<file path="src/design/vlq_pkg.sv">
// Package: shared types and constants of the MIDI variable-length quantity codec.
`timescale 1ns / 1ps
package vlq_pkg;

	localparam int VALUE_BITS_DEF = 32;
	localparam int GROUP_BITS     = 7;
	localparam int OUT_VALUE_W    = 32;
	localparam int IN_VALUE_W     = 32;
	localparam logic [7:0] CONT_BIT   = 8'h80;
	localparam logic [7:0] GROUP_MASK = 8'h7F;
	localparam logic [7:0] COUNT_MAX  = 8'hFF;

	typedef enum logic {
		OP_ENCODE = 1'b0,
		OP_DECODE = 1'b1
	} op_t;

	typedef enum logic {
		KIND_BYTE  = 1'b0,
		KIND_VALUE = 1'b1
	} kind_t;

	// Decoder outcome for one byte.
	typedef struct packed {
		logic                   emit;
		logic [OUT_VALUE_W-1:0] value;
		logic [7:0]             count;
	} dec_res_t;

endpackage

</file>
<file path="src/design/vlq_ifs.sv">
// Interfaces: input and result channels of the codec.
`timescale 1ns / 1ps
interface vlq_in_if import vlq_pkg::*; ();
	logic                  valid;
	logic                  ready;
	op_t                   opcode;
	logic [IN_VALUE_W-1:0] in_value;
	logic [7:0]            in_byte;

	modport source (output valid, output opcode, output in_value, output in_byte, input ready);
	modport sink (input valid, input opcode, input in_value, input in_byte, output ready);
endinterface

interface vlq_out_if import vlq_pkg::*; ();
	logic                   valid;
	logic                   ready;
	kind_t                  kind;
	logic [7:0]             out_byte;
	logic [OUT_VALUE_W-1:0] out_value;
	logic [7:0]             byte_count;
	logic                   last;

	modport source (output valid, output kind, output out_byte, output out_value,
		output byte_count, output last, input ready);
	modport sink (input valid, input kind, input out_byte, input out_value,
		input byte_count, input last, output ready);
endinterface

</file>
<file path="src/design/vlq_dec.sv">
// Decoder state: accumulator and byte count, with the outcome of the current byte.
`timescale 1ns / 1ps
module vlq_dec import vlq_pkg::*; #(
	parameter int VALUE_BITS = VALUE_BITS_DEF
) (
	input  logic       clk,
	input  logic       arst_n,
	input  logic       take,
	input  logic [7:0] in_byte,
	output dec_res_t   res
);

	logic [VALUE_BITS-1:0] acc_q;
	logic [VALUE_BITS-1:0] acc_shift;
	logic [7:0]            cnt_q;
	logic                  cont;

	assign cont = (in_byte & CONT_BIT) != 8'h00;

	generate
		if (VALUE_BITS > GROUP_BITS) begin : g_shift
			assign acc_shift = {acc_q[VALUE_BITS-GROUP_BITS-1:0], in_byte[GROUP_BITS-1:0]};
		end else begin : g_only
			assign acc_shift = in_byte[GROUP_BITS-1:0];
		end
		if (VALUE_BITS >= OUT_VALUE_W) begin : g_trunc
			assign res.value = acc_shift[OUT_VALUE_W-1:0];
		end else begin : g_ext
			assign res.value = OUT_VALUE_W'(acc_shift);
		end
	endgenerate

	assign res.emit  = !cont;
	assign res.count = cnt_q;

	always_ff @(posedge clk or negedge arst_n) begin
		if (!arst_n) begin
			acc_q <= '0;
			cnt_q <= 8'd1;
		end else if (take) begin
			if (cont) begin
				acc_q <= acc_shift;
				// saturate the count
				if (cnt_q != COUNT_MAX) begin
					cnt_q <= cnt_q + 8'd1;
				end
			end else begin
				acc_q <= '0;
				cnt_q <= 8'd1;
			end
		end
	end

endmodule

</file>
<file path="src/design/vlq_ser.sv">
// Result register: cuts encode values into groups; one item per cycle while ready.
`timescale 1ns / 1ps
module vlq_ser import vlq_pkg::*; #(
	parameter int VALUE_BITS = VALUE_BITS_DEF
) (
	input  logic                      clk,
	input  logic                      arst_n,
	input  logic                      load,
	input  op_t                       op,
	input  logic [(VALUE_BITS < IN_VALUE_W ? VALUE_BITS : IN_VALUE_W)-1:0] value,
	input  dec_res_t                  dec,
	output logic                      ready,
	vlq_out_if.source                 out_ch
);

	localparam int ENC_BITS   = (VALUE_BITS < IN_VALUE_W) ? VALUE_BITS : IN_VALUE_W;
	localparam int ENC_GROUPS = (ENC_BITS + GROUP_BITS - 1) / GROUP_BITS;
	localparam int IDX_W      = (ENC_GROUPS > 1) ? $clog2(ENC_GROUPS) : 1;

	logic [ENC_GROUPS*GROUP_BITS-1:0] vpad;
	logic [GROUP_BITS-1:0]            grp [ENC_GROUPS];
	logic [IDX_W-1:0]                 top;

	logic                   busy_q;
	kind_t                  kind_q;
	logic [GROUP_BITS-1:0]  groups_q [ENC_GROUPS];
	logic [IDX_W-1:0]       idx_q;
	logic [OUT_VALUE_W-1:0] value_q;
	logic [7:0]             count_q;
	logic                   last;

	always_comb begin
		vpad = '0;
		vpad[ENC_BITS-1:0] = value;
	end

	// find the highest nonzero group; zero still sends one byte
	always_comb begin
		top = '0;
		for (int i = 0; i < ENC_GROUPS; i++) begin
			grp[i] = vpad[i*GROUP_BITS +: GROUP_BITS];
			if (grp[i] != '0) begin
				top = IDX_W'(i);
			end
		end
	end

	assign last  = (idx_q == '0);
	assign ready = !busy_q || (out_ch.ready && last);

	always_ff @(posedge clk or negedge arst_n) begin
		if (!arst_n) begin
			busy_q <= 1'b0;
			kind_q <= KIND_BYTE;
			idx_q  <= '0;
		end else if (load) begin
			if (op == OP_ENCODE) begin
				busy_q <= 1'b1;
				kind_q <= KIND_BYTE;
				idx_q  <= top;
			end else begin
				// a continuation byte leaves no result
				busy_q <= dec.emit;
				kind_q <= KIND_VALUE;
				idx_q  <= '0;
			end
		end else if (busy_q && out_ch.ready) begin
			if (last) begin
				busy_q <= 1'b0;
			end else begin
				idx_q <= idx_q - IDX_W'(1);
			end
		end
	end

	always_ff @(posedge clk) begin
		if (load) begin
			for (int i = 0; i < ENC_GROUPS; i++) begin
				groups_q[i] <= grp[i];
			end
			value_q <= dec.value;
			count_q <= dec.count;
		end
	end

	assign out_ch.valid      = busy_q;
	assign out_ch.kind       = kind_q;
	assign out_ch.last       = last;
	assign out_ch.out_byte   = (kind_q == KIND_VALUE) ? 8'h00 : {!last, groups_q[idx_q]};
	assign out_ch.out_value  = (kind_q == KIND_VALUE) ? value_q : '0;
	assign out_ch.byte_count = (kind_q == KIND_VALUE) ? count_q : 8'h00;

	a_dec_single: assert property (@(posedge clk) disable iff (!arst_n)
		busy_q && kind_q == KIND_VALUE |-> idx_q == '0)
		else $error("decoded value held with groups pending");
	a_hold_idx: assert property (@(posedge clk) disable iff (!arst_n)
		busy_q && !out_ch.ready |=> busy_q && $stable(idx_q))
		else $error("pending group lost during stall");

endmodule

</file>
<file path="src/design/midi_vlq_codec_top.sv">
// Top level of the MIDI variable-length quantity codec.
//
// Channels: in_ch takes items with valid/ready; opcode encode cuts in_value into
// 7-bit groups, opcode decode takes one byte of a stream in in_byte. out_ch
// gives result items with valid/ready; last marks the final result of an item.
// An encode item gives one to five byte results, most significant group first,
// with bit 7 set on all but the last. A decode byte with bit 7 set gives no
// result; one without it gives the accumulated value and its byte count.
// Each item passes the input register, then the result register. Throughput:
// one decode byte per cycle while out_ch is ready; an encode item holds the
// result register until out_ch has taken its last byte, as the single output
// byte lane sends one byte at a time, so the next item waits in the input register.
// Reset empties both stages, clears the accumulator and sets the count to one.
// When out_ch stalls, the result register holds its item, the input register
// keeps one more item, and in_ch.ready then drops until out_ch moves.
`timescale 1ns / 1ps
module midi_vlq_codec_top import vlq_pkg::*; #(
	parameter int VALUE_BITS = VALUE_BITS_DEF
) (
	input  logic     clk,
	input  logic     arst_n,
	vlq_in_if.sink   in_ch,
	vlq_out_if.source out_ch
);

	localparam int ENC_BITS = (VALUE_BITS < IN_VALUE_W) ? VALUE_BITS : IN_VALUE_W;

	logic                in_fire;
	logic                ser_ready;
	logic                ser_load;
	dec_res_t            dec_res;
	logic                valid_s1;
	op_t                 op_s1;
	logic [ENC_BITS-1:0] value_s1;
	dec_res_t            dec_s1;

	assign in_fire     = in_ch.valid && in_ch.ready;
	assign ser_load    = valid_s1 && ser_ready;
	assign in_ch.ready = !valid_s1 || ser_ready;

	vlq_dec #(.VALUE_BITS(VALUE_BITS)) u_dec (
		.clk     (clk),
		.arst_n  (arst_n),
		.take    (in_fire && in_ch.opcode == OP_DECODE),
		.in_byte (in_ch.in_byte),
		.res     (dec_res)
	);

	always_ff @(posedge clk or negedge arst_n) begin
		if (!arst_n) begin
			valid_s1 <= 1'b0;
		end else if (in_fire) begin
			valid_s1 <= 1'b1;
		end else if (ser_load) begin
			valid_s1 <= 1'b0;
		end
	end

	always_ff @(posedge clk) begin
		if (in_fire) begin
			op_s1    <= in_ch.opcode;
			value_s1 <= in_ch.in_value[ENC_BITS-1:0];
			dec_s1   <= dec_res;
		end
	end

	vlq_ser #(.VALUE_BITS(VALUE_BITS)) u_ser (
		.clk    (clk),
		.arst_n (arst_n),
		.load   (ser_load),
		.op     (op_s1),
		.value  (value_s1),
		.dec    (dec_s1),
		.ready  (ser_ready),
		.out_ch (out_ch)
	);

	a_value_last: assert property (@(posedge clk) disable iff (!arst_n)
		out_ch.valid && out_ch.kind == KIND_VALUE |-> out_ch.last)
		else $error("decoded value not marked last");
	a_cont_bit: assert property (@(posedge clk) disable iff (!arst_n)
		out_ch.valid && out_ch.kind == KIND_BYTE |-> out_ch.out_byte[7] == !out_ch.last)
		else $error("continuation bit disagrees with last");
	a_count_nz: assert property (@(posedge clk) disable iff (!arst_n)
		out_ch.valid && out_ch.kind == KIND_VALUE |-> out_ch.byte_count != 8'h00)
		else $error("decoded value with zero byte count");
	a_s1_hold: assert property (@(posedge clk) disable iff (!arst_n)
		valid_s1 && !ser_ready |=> valid_s1 && $stable(op_s1) && $stable(value_s1))
		else $error("input register changed while stalled");

endmodule
</file>
<file path="src/flat_wrapper.sv">
// flat-port wrapper written by rule: the top's interface ports become plain ports
module midi_vlq_codec_top_flat import vlq_pkg::*;
#(
	parameter int VALUE_BITS = VALUE_BITS_DEF
)
  (clk, arst_n, in_ch_valid, in_ch_opcode, in_ch_in_value, in_ch_in_byte, in_ch_ready, out_ch_valid, out_ch_kind, out_ch_out_byte, out_ch_out_value, out_ch_byte_count, out_ch_last, out_ch_ready);
  vlq_in_if in_ch_i ();
  vlq_out_if out_ch_i ();
  input  logic clk;
  input  logic arst_n;
  input wire logic [$bits(in_ch_i.valid)-1:0] in_ch_valid;
  input wire logic [$bits(in_ch_i.opcode)-1:0] in_ch_opcode;
  input wire logic [$bits(in_ch_i.in_value)-1:0] in_ch_in_value;
  input wire logic [$bits(in_ch_i.in_byte)-1:0] in_ch_in_byte;
  output wire logic [$bits(in_ch_i.ready)-1:0] in_ch_ready;
  output wire logic [$bits(out_ch_i.valid)-1:0] out_ch_valid;
  output wire logic [$bits(out_ch_i.kind)-1:0] out_ch_kind;
  output wire logic [$bits(out_ch_i.out_byte)-1:0] out_ch_out_byte;
  output wire logic [$bits(out_ch_i.out_value)-1:0] out_ch_out_value;
  output wire logic [$bits(out_ch_i.byte_count)-1:0] out_ch_byte_count;
  output wire logic [$bits(out_ch_i.last)-1:0] out_ch_last;
  input wire logic [$bits(out_ch_i.ready)-1:0] out_ch_ready;
  assign in_ch_i.valid = in_ch_valid;
  assign in_ch_i.opcode = in_ch_opcode;
  assign in_ch_i.in_value = in_ch_in_value;
  assign in_ch_i.in_byte = in_ch_in_byte;
  assign in_ch_ready = in_ch_i.ready;
  assign out_ch_valid = out_ch_i.valid;
  assign out_ch_kind = out_ch_i.kind;
  assign out_ch_out_byte = out_ch_i.out_byte;
  assign out_ch_out_value = out_ch_i.out_value;
  assign out_ch_byte_count = out_ch_i.byte_count;
  assign out_ch_last = out_ch_i.last;
  assign out_ch_i.ready = out_ch_ready;
  midi_vlq_codec_top #(.VALUE_BITS(VALUE_BITS)) u_core (.clk(clk), .arst_n(arst_n), .in_ch(in_ch_i), .out_ch(out_ch_i));
endmodule
</file>
<file path="config.mk">
export PLATFORM = sky130hd
export DESIGN_NAME = midi_vlq_codec_top_flat
export DESIGN_NICKNAME = d
export VERILOG_FILES = /design/src/design/vlq_pkg.sv /design/src/design/vlq_ifs.sv /design/src/design/vlq_dec.sv /design/src/design/vlq_ser.sv /design/src/design/midi_vlq_codec_top.sv /design/src/flat_wrapper.sv
export SDC_FILE = /design/constraint.sdc
export NUM_CORES = 1
export LEC_CHECK = 0
export BUFFER_PORTS_ARGS = -buffer_cell sky130_fd_sc_hd__clkbuf_2
export CAP_MARGIN = 0
export CELL_PAD_IN_SITES_DETAIL_PLACEMENT = 0
export CELL_PAD_IN_SITES_GLOBAL_PLACEMENT = 1
export CORE_MARGIN = 2
export CORE_UTILIZATION = 35
export CTS_CLUSTER_DIAMETER = 150
export DETAILED_ROUTE_END_ITERATION = 10
export GPL_TIMING_DRIVEN = 0
export PLACE_DENSITY_LB_ADDON = 0.3
export SLEW_MARGIN = 20
export SYNTH_ARGS = -nofsm -noshare
export SYNTH_HDL_FRONTEND = slang
export SYNTH_SLANG_ARGS = --single-unit
</file>
<file path="constraint.sdc">
create_clock -name clk -period 5.1 [get_ports clk]
set_input_delay 1.02 -clock clk [delete_from_list [all_inputs] [get_ports clk]]
set_output_delay 1.02 -clock clk [all_outputs]
set_load 0.02 [all_outputs]
</file>
==> results of run 1 <==
## area by class of cell
class                      count  area (um2)  share of cell area [%]
timing repair buffer          97         531                    6.41
antenna                        1        2.50                  0.0302
multi-input combinational    217        1350                    16.3
inverter                      10        40.0                   0.483
buffer                        19        80.1                   0.967
tap                          265         332                    4.00
clock inverter                13         140                    1.69
sequential                   185        5360                    64.7
clock buffer                  19         443                    5.35
## final timing paths
check,from,end,slack (ps),cells after the start
max in group asynchronous,arst_n,u_core.u_dec.acc_q[2],3760,1
setup reg to reg,u_core.u_ser.idx_q[1],u_core.u_ser.count_q[2],2560,7
setup / recovery,u_core.u_ser.idx_q[1],in_ch_ready,1980,6
hold / removal,u_core.dec_s1[3],u_core.u_ser.count_q[3],420,0
min in group asynchronous,arst_n,u_core.u_dec.cnt_q[3],750,1
hold reg to reg,u_core.dec_s1[3],u_core.u_ser.count_q[3],420,0
## per-stage QoR
step | utilization [%] | area, um2 | std cells
3_3_place_gp | 39.5 | 7640 | 791
5_1_grt | 42.8 | 8280 | 825
3_5_place_dp | 39.8 | 7700 | 793
4_1_cts | 42.8 | 8280 | 825
6_report | 42.8 | 8280 | 826
2_1_floorplan | - | 6830 | 431
## power by group
group / switching, mW / internal (mW) / leakage (nW)
registers: 0.155 / 2.10 / 1.84
logic: 0.776 / 0.407 / 1.11
clock network: 0.549 / 0.740 / 0.290
## cells by family after synthesis
logic type      count (synthesis)  synth area share (%)
flops                         185                  78.5
simple gates                  171                  12.7
compound gates                 31                  3.46
buf+inv                        29                  1.72
mux                            12                  3.06
fa+ha+maj                       3                 0.550
## metal layers
layer,routed length (um),part of all wire (%),up-vias,global-route usage [%]
li1,-,-,1826,-
met1,5990,45,1883,18.1
met2,6390,48,101,21.2
met3,759,5.7,11,3.87
met4,144,1.1,0,4.80
met5,0,0,-,0
## cell usage after synthesis, drive strengths merged (2+ instances only)
| master | number | area (um2) |
|---|---|---|
| o31ai | 2 | 15.0 |
| mux2i | 4 | 40.0 |
| a21oi | 6 | 30.0 |
| edfxtp | 146 | 4380 |
| dfrtp | 38 | 951 |
| nor4 | 3 | 18.8 |
| nor2b | 2 | 12.5 |
| a31oi | 3 | 25.0 |
| clkbuf | 12 | 45.0 |
| nand3 | 30 | 150 |
| and2 | 42 | 263 |
| a2bb2oi | 4 | 41.3 |
| or4 | 3 | 26.3 |
| ha | 3 | 37.5 |
| a22oi | 2 | 15.0 |
| nor2 | 9 | 33.8 |
| nand4 | 4 | 25.0 |
| buf | 7 | 35.0 |
| nand2 | 62 | 233 |
| inv | 10 | 37.5 |
| nor3b | 3 | 22.5 |
| nand2b | 2 | 12.5 |
| mux4 | 7 | 158 |
| o21ai | 4 | 20.0 |
| nor3 | 7 | 35.0 |
## state kept, by name (all words and copies together), names as in the netlist
register and flops:
u_core.dec_s1 41, u_core.u_ser.groups_q 32, u_core.u_ser.value_q 32, u_core.value_s1 32, u_core.u_dec.acc_q 25, u_core.u_dec.cnt_q 8, u_core.u_ser.count_q 8, u_core.u_ser.idx_q 3
u_core.op_s1 1, u_core.u_ser.out_ch.kind 1, u_core.u_ser.out_ch.valid 1, u_core.valid_s1 1
==> out/metrics.cfg, run 1 <==
[synthesis]
synth_flop_cell=edfxtp_1
synth-seq-cells=185
avgSynthCellArea_um2=15.8
postSynthNetCount=479
ys_seq_area_share_pct=78.5
synth-edff-count=146
async_reset_ff_share_pct=21.1
netlist_area_um2=6830
synth_cell_type_count=47
ys_warn_count=0
syn_inst=431

[drt]
drc_errors=0
firstDrtPassIters=4
routed_wl_um=13300
via_per_inst=4.63
vias=3821
drt-initial-drc-count=264
antenna_left=0
wire_per_inst_um=16.1

[timing]
fin_hold_ws_ps=419
post-route-min-period_ps=3120
finalClockSkew_ps=11.8
setup_viol=0
hold_viol=0
slew_violations=0
rsz0062_at_grt=false
finalSetupTns_ps=0
slew_headroom_pct=37.1
period_share_pct=61.2
setup_ws_ps=1980
max_slew.worst_pin.slew_ps=944
max_freq_ghz=0.320

[place]
place_congestion=0.763
io_buffer_count=95
place.detailed.hpwl_um=9070
preCtsSetupSlack_ps=2360

[grt]
overflow=0
grt_pass1_wl_um=20500
grt_max_degree=57
track_usage_pct=13.5
antenna_found_initial=0
grt_pass1_vias=3740

[die]
start_util_pct=35.3
core_um2=19300
fp-row-count=51
fp.dieArea_um2=20600
ioPinCount=97
die_w_um=144
dieHeight_um=144

[cts]
cts_tree=done
cts_resized=0
clk_path_buf_depth=2
cts_num_sinks=185
clock_latency_ps=420
path_clk_slew_ps=70
cts_setup_buffers=0
cts_buffers=17
htree_levels=4
cts_hold_buf=0
cts_root_buffer=clkbuf_16

[setup_path]
critPathLaunchType=register
cp-end-kind=output pin
slowest_delay_ps=450
crit_type=reg -> out
arrival_ps=2100
cp_max_fo=9
cp_num_buf_inv=3
slowest_stage=clkbuf_1
worstPathCellList=clkbuf_1 > inv_1 > ha_1 > nand3b_2 > nand3_1 > clkbuf_2
crit_required_ps=4080
path_delay_family=buffers and inverters

[worst_hold_path]
hold_class=reg -> reg

[power_and_ir_drop]
p_per_area_nw_per_um2=571
p_leak_nw=3.24
finalPower_mw=4.73
vdd_drop_max_uv=258

[layout]
final_cell_mix=edfxtp_1, clkbuf_2, nand2_1, and2_1, dfrtp_1
layout-area-overhead-vs-synth_pct=21.3
final_common_cell=edfxtp_1
fillers=1784
layout.nets=595
layout-drive-gt1-share_pct=26.8

[run_status]
run_status=finished clean

[job]
drv_cap=0

Power figures use the tool's default switching activity.
==> run 2: changes to the inputs <==
--- a/config.mk
+++ b/config.mk
@@ -5,6 +5,7 @@
 export SDC_FILE = /design/constraint.sdc
 export NUM_CORES = 1
 export LEC_CHECK = 0
+export ABC_AREA = 1
 export BUFFER_PORTS_ARGS = -buffer_cell sky130_fd_sc_hd__clkbuf_2
 export CAP_MARGIN = 0
 export CELL_PAD_IN_SITES_DETAIL_PLACEMENT = 0
==> constraint.sdc (replaced) <==
create_clock -name clk -period 3 [get_ports clk]
set_input_delay 0.6 -clock clk [delete_from_list [all_inputs] [get_ports clk]]
set_output_delay 0.6 -clock clk [all_outputs]
set_load 0.02 [all_outputs]
==> run 2 against run 1 <==
Compared with the run above: sequential power increased by 78%; final area increased by 2.7%; routed wire length increased by 6.0%; register-to-register slack got worse by 2300 ps; non-clock buffer count up 1; core utilization is 0.74 points higher; combinational power grew 90%; count of clock-buffer cells in the layout shrank 2; power is 82% higher; first-iteration DRC count shrank 11%; flip-flop and latch count unchanged; worst hold slack got worse by 120 ps; critical endpoint is now u_core.value_s1[5].
==> out/metrics.cfg, run 2 <==
[run_status]
run_status=finished clean  ; unchanged

[synthesis]
synth_flop_cell=edfxtp_1  ; unchanged
synth-xor-area-share_pct=0.376  ; was 0%
netlist.area_leader.share_pct=62.8  ; was 64.2%
synth_top_family_by_area=simple AND/OR/NAND/NOR gates  ; unchanged
synth_top_cell_by_area=edfxtp_1  ; unchanged
ys_warn_count=0  ; unchanged
netlist_area_um2=6980  ; was 6830 um2
syn_inst=554  ; was 431
synthMuxAreaShare_pct=0  ; was 3.06%
avgSynthCellArea_um2=12.6  ; was 15.8 um2
ys_top_cells_by_count=nand2_1, edfxtp_1, inv_1, nor2_1, dfrtp_1  ; was edfxtp_1, nand2_1, and2_1, dfrtp_1, nand3_1
postSynthNetCount=602  ; was 479
synth-edff-count=146  ; unchanged
synth_compound_area_share_pct=4.54  ; was 3.46%
synth_cell_type_count=27  ; was 47
async_reset_ff_share_pct=21.1  ; unchanged
synth_area_leaders=edfxtp_1, dfrtp_1, nand2_1  ; was edfxtp_1, dfrtp_1, and2_1
synth-seq-cells=185  ; unchanged
yosys.area_share.simple_pct=12.7  ; about the same
synth_most_common_cell=nand2_1  ; was edfxtp_1
ys_seq_area_share_pct=76.8  ; was 78.5%
synth_fa_ha_area_share_pct=0.538  ; was 0.550%

[cts]
cts_hold_buf=0  ; unchanged
cts_buffers=17  ; unchanged
cts_tree=done  ; unchanged
htree_levels=4  ; unchanged
cts_root_buffer=clkbuf_16  ; unchanged
clk_path_buf_depth=2  ; unchanged
cts_setup_buffers=0  ; unchanged
cts_resized=0  ; unchanged
clock_latency_ps=440  ; was 420 ps
cts_num_sinks=185  ; unchanged
path_clk_slew_ps=70  ; about the same

[setup_path]
cp-end-kind=register  ; was output pin
arrival_ps=2920  ; was 2100 ps
slowest_stage=dfrtp_1  ; was clkbuf_1
critPathLaunchType=register  ; unchanged
worstPathCellList=inv_2 > buf_2 > ha_1 > nand3_4 > nand3_4 > nand2_1 > clkinvlp_4 > buf_12 > buf_16  ; was clkbuf_1 > inv_1 > ha_1 > nand3b_2 > nand3_1 > clkbuf_2
crit_required_ps=3190  ; was 4080 ps
slowest_delay_ps=480  ; was 450 ps
cp_max_fo=30  ; was 9
path_common_cell=nand3_4
crit_type=reg -> reg  ; was reg -> out

[die]
ioPinCount=97  ; unchanged
die_w_um=145  ; was 144 um
fp-row-count=51  ; unchanged
core_um2=19500  ; was 19300 um2
start_util_pct=35.7  ; was 35.3%
fp.dieArea_um2=21100  ; was 20600 um2
dieHeight_um=145  ; was 144 um

[drt]
drc_errors=0  ; unchanged
firstDrtPassIters=4  ; unchanged
via_per_inst=4.44  ; was 4.63
drt-initial-drc-count=236  ; was 264
vias=4218  ; was 3821
antenna_left=0  ; unchanged
wire_per_inst_um=14.8  ; was 16.1 um
routed_wl_um=14100  ; was 13300 um

[grt]
grt-busiest-layer=met2  ; unchanged
overflow=0  ; unchanged
gr-usage-met2_pct=24.2  ; was 21.2%
grt_max_degree=40  ; was 57
grt_pass1_wl_um=22900  ; was 20500 um
use_met3_pct=4.31  ; was 3.87%
met1_usage_pct=17.3  ; was 18.1%
track_usage_pct=14.0  ; was 13.5%
grt_pass1_vias=4541  ; was 3740
antenna_found_initial=0  ; unchanged

[layout]
layout-area-overhead-vs-synth_pct=21.9  ; was 21.3%
layout-drive-gt1-share_pct=22.7  ; was 26.8%
largest-register=u_core.dec_s1  ; unchanged
fillers=1910  ; was 1784
largest_register_ffs=41  ; unchanged
final_cell_mix=nand2_1, edfxtp_1, clkbuf_2, inv_1, nor2_1  ; was edfxtp_1, clkbuf_2, nand2_1, and2_1, dfrtp_1
antenna_cells=0  ; was 1
stdcell_count=951  ; was 826
final_common_cell=nand2_1  ; was edfxtp_1
layout.nets=721  ; was 595

[job]
drv_cap=0  ; unchanged

[timing]
finalClockSkew_ps=16.0  ; was 11.8 ps
setup_viol=0  ; unchanged
max_freq_ghz=0.365
slew_violations=0  ; unchanged
fin_hold_ws_ps=299  ; was 419 ps
post-route-min-period_ps=2740
rsz0062_at_grt=false  ; unchanged
slew_headroom_pct=37.2  ; was 37.1%
max_slew.worst_pin.slew_ps=942  ; was 944 ps
period_share_pct=91.3
hold_viol=0  ; unchanged

[power_and_ir_drop]
p_leak_nw=3.65  ; was 3.24 nW
vdd_drop_max_uv=357  ; was 258 uV
p_per_area_nw_per_um2=1010  ; was 571 nW/um2

[place]
place_congestion=0.810  ; was 0.763
io_buffer_count=96  ; was 95
placedCellCount=919  ; was 793
place.detailed.hpwl_um=9630  ; was 9070 um

[worst_hold_path]
hold_class=in -> async  ; was reg -> reg

[run 2: cell count changes in the layout (fill, tap and decap cells not counted), moves of 8 or more]
| cell | before | now |
|---|---|---|
| and2_1 | 40 | 0 |
| clkbuf_1 | 13 | 5 |
| inv_1 | 8 | 65 |
| nand2_1 | 62 | 151 |
| nand3_1 | 30 | 3 |
| nor2_1 | 9 | 50 |
| o21ai_0 | 1 | 19 |
| o21ai_1 | 3 | 27 |
[run 2: logic make-up (layout without fill, tap and decap cells)]
family	after synthesis	after routing
AOI/OAI and AO/OA	60	60
xor gates and xnor gates	3	3
adders and majority gates	3	3
buffers and inverters	87	219
DFF	185	185
and+or+nand+nor	216	216
[run 2: layer usage]
layer,vias up,routed length (um),part of all wire [%]
li1,2074,-,-
met1,2031,6150,44
met2,98,7000,50
met3,15,773,5.5
met4,0,147,1.0
met5,-,0,0
[run 2: area by class of cell]
class	count	area, um2	area share [%]
clock buffers	17	425	5.00
clock inverters	15	196	2.31
flip-flops and latches	185	5360	63.0
well taps	265	332	3.90
multi-input cells	282	1270	14.9
repair buffers	100	568	6.68
inverters	70	273	3.21
plain buffers	17	82.6	0.971
[run 2: stage by stage]
| stage | setup TNS [ps] | util (%) | setup slack [ps] | power (mW) | cell area (um2) |
|---|---|---|---|---|---|
| floorplan | 0 | - | 288 | 5.45 | 6990 |
| global placement | -72320 | 39.9 | -504 | 6.24 | 7800 |
| detailed placement | 0 | 40.4 | 227 | 6.37 | 7890 |
| CTS | 0 | 43.6 | 215 | 8.73 | 8510 |
| global route | 0 | 43.6 | 30.4 | 9.12 | 8510 |
| finish | 0 | 43.6 | 261 | 8.61 | 8510 |
[run 2: worst max-delay path: cells and delay by family, from the launching register on]
| kind | cells | cell delay [ps] |
|---|---|---|
| AND/OR/NAND/NOR | 3 | 370 |
| buffers and inverters | 5 | 1360 |
| flip-flops | 1 | 480 |
| adder cells (fa/ha/maj) | 1 | 270 |
[run 2: path summary, 6_finish.rpt]
| kind | startpoint | endpoint | slack [ps] | cells after the start |
|---|---|---|---|---|
| worst max-delay path | u_core.u_ser.idx_q[0] | u_core.value_s1[5] | 260 | 9 |
| worst min-delay path | arst_n | u_core.u_dec.acc_q[0] | 300 | 1 |
| max in group asynchronous | arst_n | u_core.u_ser.idx_q[1] | 2090 | 1 |
| worst min register to register | u_core.dec_s1[31] | u_core.u_ser.value_q[23] | 420 | 0 |
| worst max register to register | u_core.u_ser.idx_q[0] | u_core.value_s1[5] | 260 | 9 |
| min in group clk | in_ch_in_value[24] | u_core.value_s1[24] | 340 | 1 |
[run 2: power breakdown]
group / internal [mW] / switching (mW)
clock: 1.28 / 1.06
sequential: 3.71 / 0.321
combinational: 0.682 / 1.56
total: 5.67 / 2.94
==> run 3: changes to the inputs <==
--- a/config.mk
+++ b/config.mk
@@ -5,7 +5,6 @@
 export SDC_FILE = /design/constraint.sdc
 export NUM_CORES = 1
 export LEC_CHECK = 0
-export ABC_AREA = 1
 export BUFFER_PORTS_ARGS = -buffer_cell sky130_fd_sc_hd__clkbuf_2
 export CAP_MARGIN = 0
 export CELL_PAD_IN_SITES_DETAIL_PLACEMENT = 0
==> run 3 against run 2 <==
Compared with the run above: clock skew fell by 5.7 ps; global-route usage fell by 0.33 points; worst hold slack improved by 28 ps; via count fell by 9.3%; largest power group unchanged; critical path type is now reg -> out; routed wire length fell by 5.9%.
==> out/metrics.cfg, run 3 (synthesis results as in run 1) <==
[die]
fp-row-count=51  ; unchanged
fp.dieArea_um2=20600  ; was 21100 um2
ioPinCount=97  ; unchanged
core_um2=19300  ; was 19500 um2
start_util_pct=35.3  ; was 35.7%
die_w_um=144  ; was 145 um
dieHeight_um=144  ; was 145 um

[cts]
htree_levels=4  ; unchanged
cts_hold_buf=0  ; unchanged
cts_tree=done  ; unchanged
cts_buffers=17  ; unchanged
clk_path_buf_depth=2  ; unchanged
cts_root_buffer=clkbuf_16  ; unchanged
cts_num_sinks=185  ; unchanged
clock_latency_ps=420  ; was 440 ps
cts_setup_buffers=0  ; unchanged
path_clk_slew_ps=70  ; about the same
cts_resized=0  ; unchanged

[run_status]
run_status=finished clean  ; unchanged

[setup_path]
critPathLaunchType=register  ; unchanged
crit_required_ps=2400  ; was 3190 ps
crit_type=reg -> out  ; was reg -> reg
rr_startpoint=u_core.u_ser.idx_q[1]  ; was u_core.u_ser.idx_q[0]
cp-end-kind=output pin  ; was register
arrival_ps=2100  ; was 2920 ps
setup.worst_path.start=u_core.u_ser.out_ch.kind  ; was u_core.u_ser.idx_q[0]
cp_max_fo=10  ; was 30

[timing]
period_share_pct=89.9  ; was 91.3%
finalSetupTns_ps=0  ; unchanged
post-route-min-period_ps=2700  ; was 2740 ps
setup_viol=0  ; unchanged
rsz0062_at_grt=false  ; unchanged
fin_hold_ws_ps=326  ; was 299 ps
hold_viol=0  ; unchanged
max_freq_ghz=0.371  ; was 0.365 GHz
slew_violations=0  ; unchanged
max_slew.worst_pin.slew_ps=950  ; was 942 ps
finalClockSkew_ps=10.3  ; was 16.0 ps
setup_ws_ps=304  ; was 261 ps
slew_headroom_pct=36.7  ; was 37.2%

[power_and_ir_drop]
p_leak_nw=3.21  ; was 3.65 nW
p_per_area_nw_per_um2=965  ; was 1010 nW/um2
finalPower_mw=7.96  ; was 8.61 mW
vdd_drop_max_uv=415  ; was 357 uV

[layout]
stdcell_area_um2=8250  ; was 8510 um2
largest-register=u_core.dec_s1  ; unchanged
layout-area-overhead-vs-synth_pct=20.8  ; was 21.9%
antenna_cells=0  ; unchanged
layout-drive-gt1-share_pct=27.0  ; was 22.7%
final_common_cell=edfxtp_1  ; was nand2_1
final_cell_mix=edfxtp_1, clkbuf_2, nand2_1, and2_1, dfrtp_1  ; was nand2_1, edfxtp_1, clkbuf_2, inv_1, nor2_1
fillers=1784  ; was 1910
regArea_um2=5360  ; unchanged
layout.nets=595  ; was 721
multi_input_area_um2=1350  ; was 1270 um2
largest_register_ffs=41  ; unchanged

[grt]
gr-usage-met2_pct=21.6  ; was 24.2%
overflow=0  ; unchanged
grt-busiest-layer=met2  ; unchanged
met1_usage_pct=18.6  ; was 17.3%
antenna_found_initial=1  ; was 0
grt_pass1_wl_um=21000  ; was 22900 um
track_usage_pct=13.7  ; was 14.0%
grt_pass1_vias=3927  ; was 4541
grt_max_degree=53  ; was 40
use_met3_pct=3.63  ; was 4.31%

[job]
drv_cap=0  ; unchanged

[place]
io_buffer_count=95  ; was 96
post_dp_cell_area_um2=7690  ; was 7890 um2
place_congestion=0.761  ; was 0.810
preCtsSetupSlack_ps=467  ; was 227 ps
place.detailed.hpwl_um=9000  ; was 9630 um

[drt]
firstDrtPassIters=4  ; unchanged
wire_per_inst_um=16.1  ; was 14.8 um
drt-initial-drc-count=299  ; was 236
antenna_left=0  ; unchanged
drc_errors=0  ; unchanged
routed_wl_um=13300  ; was 14100 um
via_per_inst=4.64  ; was 4.44
vias=3826  ; was 4218

[worst_hold_path]
hold_class=in -> async  ; unchanged

==> run 3: cell types whose count changed in the layout (fill, tap and decap cells not counted), sizes merged, moves of 7 or more <==
cell,before,now
nand3,6,30
nor2,50,9
and2,0,42
nand2,154,62
o21ai,46,4
mux4,0,7
inv,77,14
buf,17,10
clkbuf,117,125
==> run 3: power breakdown <==
part           switching, mW  total, mW  internal, mW
Sequential             0.265       3.84          3.57
Combinational           1.31       2.00         0.686
Clock                  0.951       2.12          1.17
==> run 3: path summary, 6_finish.rpt <==
check	slack [ps]	to	cells after the start
max	300	out_ch_byte_count[5]	4
min	330	u_core.u_dec.cnt_q[6]	1
max reg2reg	450	u_core.u_ser.count_q[4]	7
min reg2reg	420	u_core.u_ser.value_q[1]	0
max in group asynchronous	2080	u_core.u_dec.acc_q[12]	1
min in group clk	350	u_core.value_s1[18]	1
==> run 3: final cells by class <==
class / count / share of cell area (%)
Buffer: 19 / 0.971
Clock buffer: 19 / 5.37
Clock inverter: 13 / 1.44
Inverter: 10 / 0.485
Multi-Input combinational cell: 217 / 16.4
Sequential cell: 185 / 65.0
Tap cell: 265 / 4.02
Timing Repair Buffer: 97 / 6.34
==> run 3: metal layers <==
layer	vias up	routed length (um)	share of wire, %
met2	79	6230	47
li1	1813	-	-
met5	-	0	0
met4	0	195	1.5
met3	14	515	3.9
met1	1920	6320	48
==> run 3: critical path, stage by stage (launching register included) <==
cell and delay [ps]:
dfrtp_1 480, clkbuf_1 420, clkbuf_1 420, and2_1 200, clkbuf_2 160
==> run 3: metrics by stage <==
step | std cells | util, %
after global placement | 791 | 39.5
final | 825 | 42.7
after CTS | 825 | 42.7
after detailed placement | 793 | 39.8
after floorplan | 431 | -
after global routing | 825 | 42.7
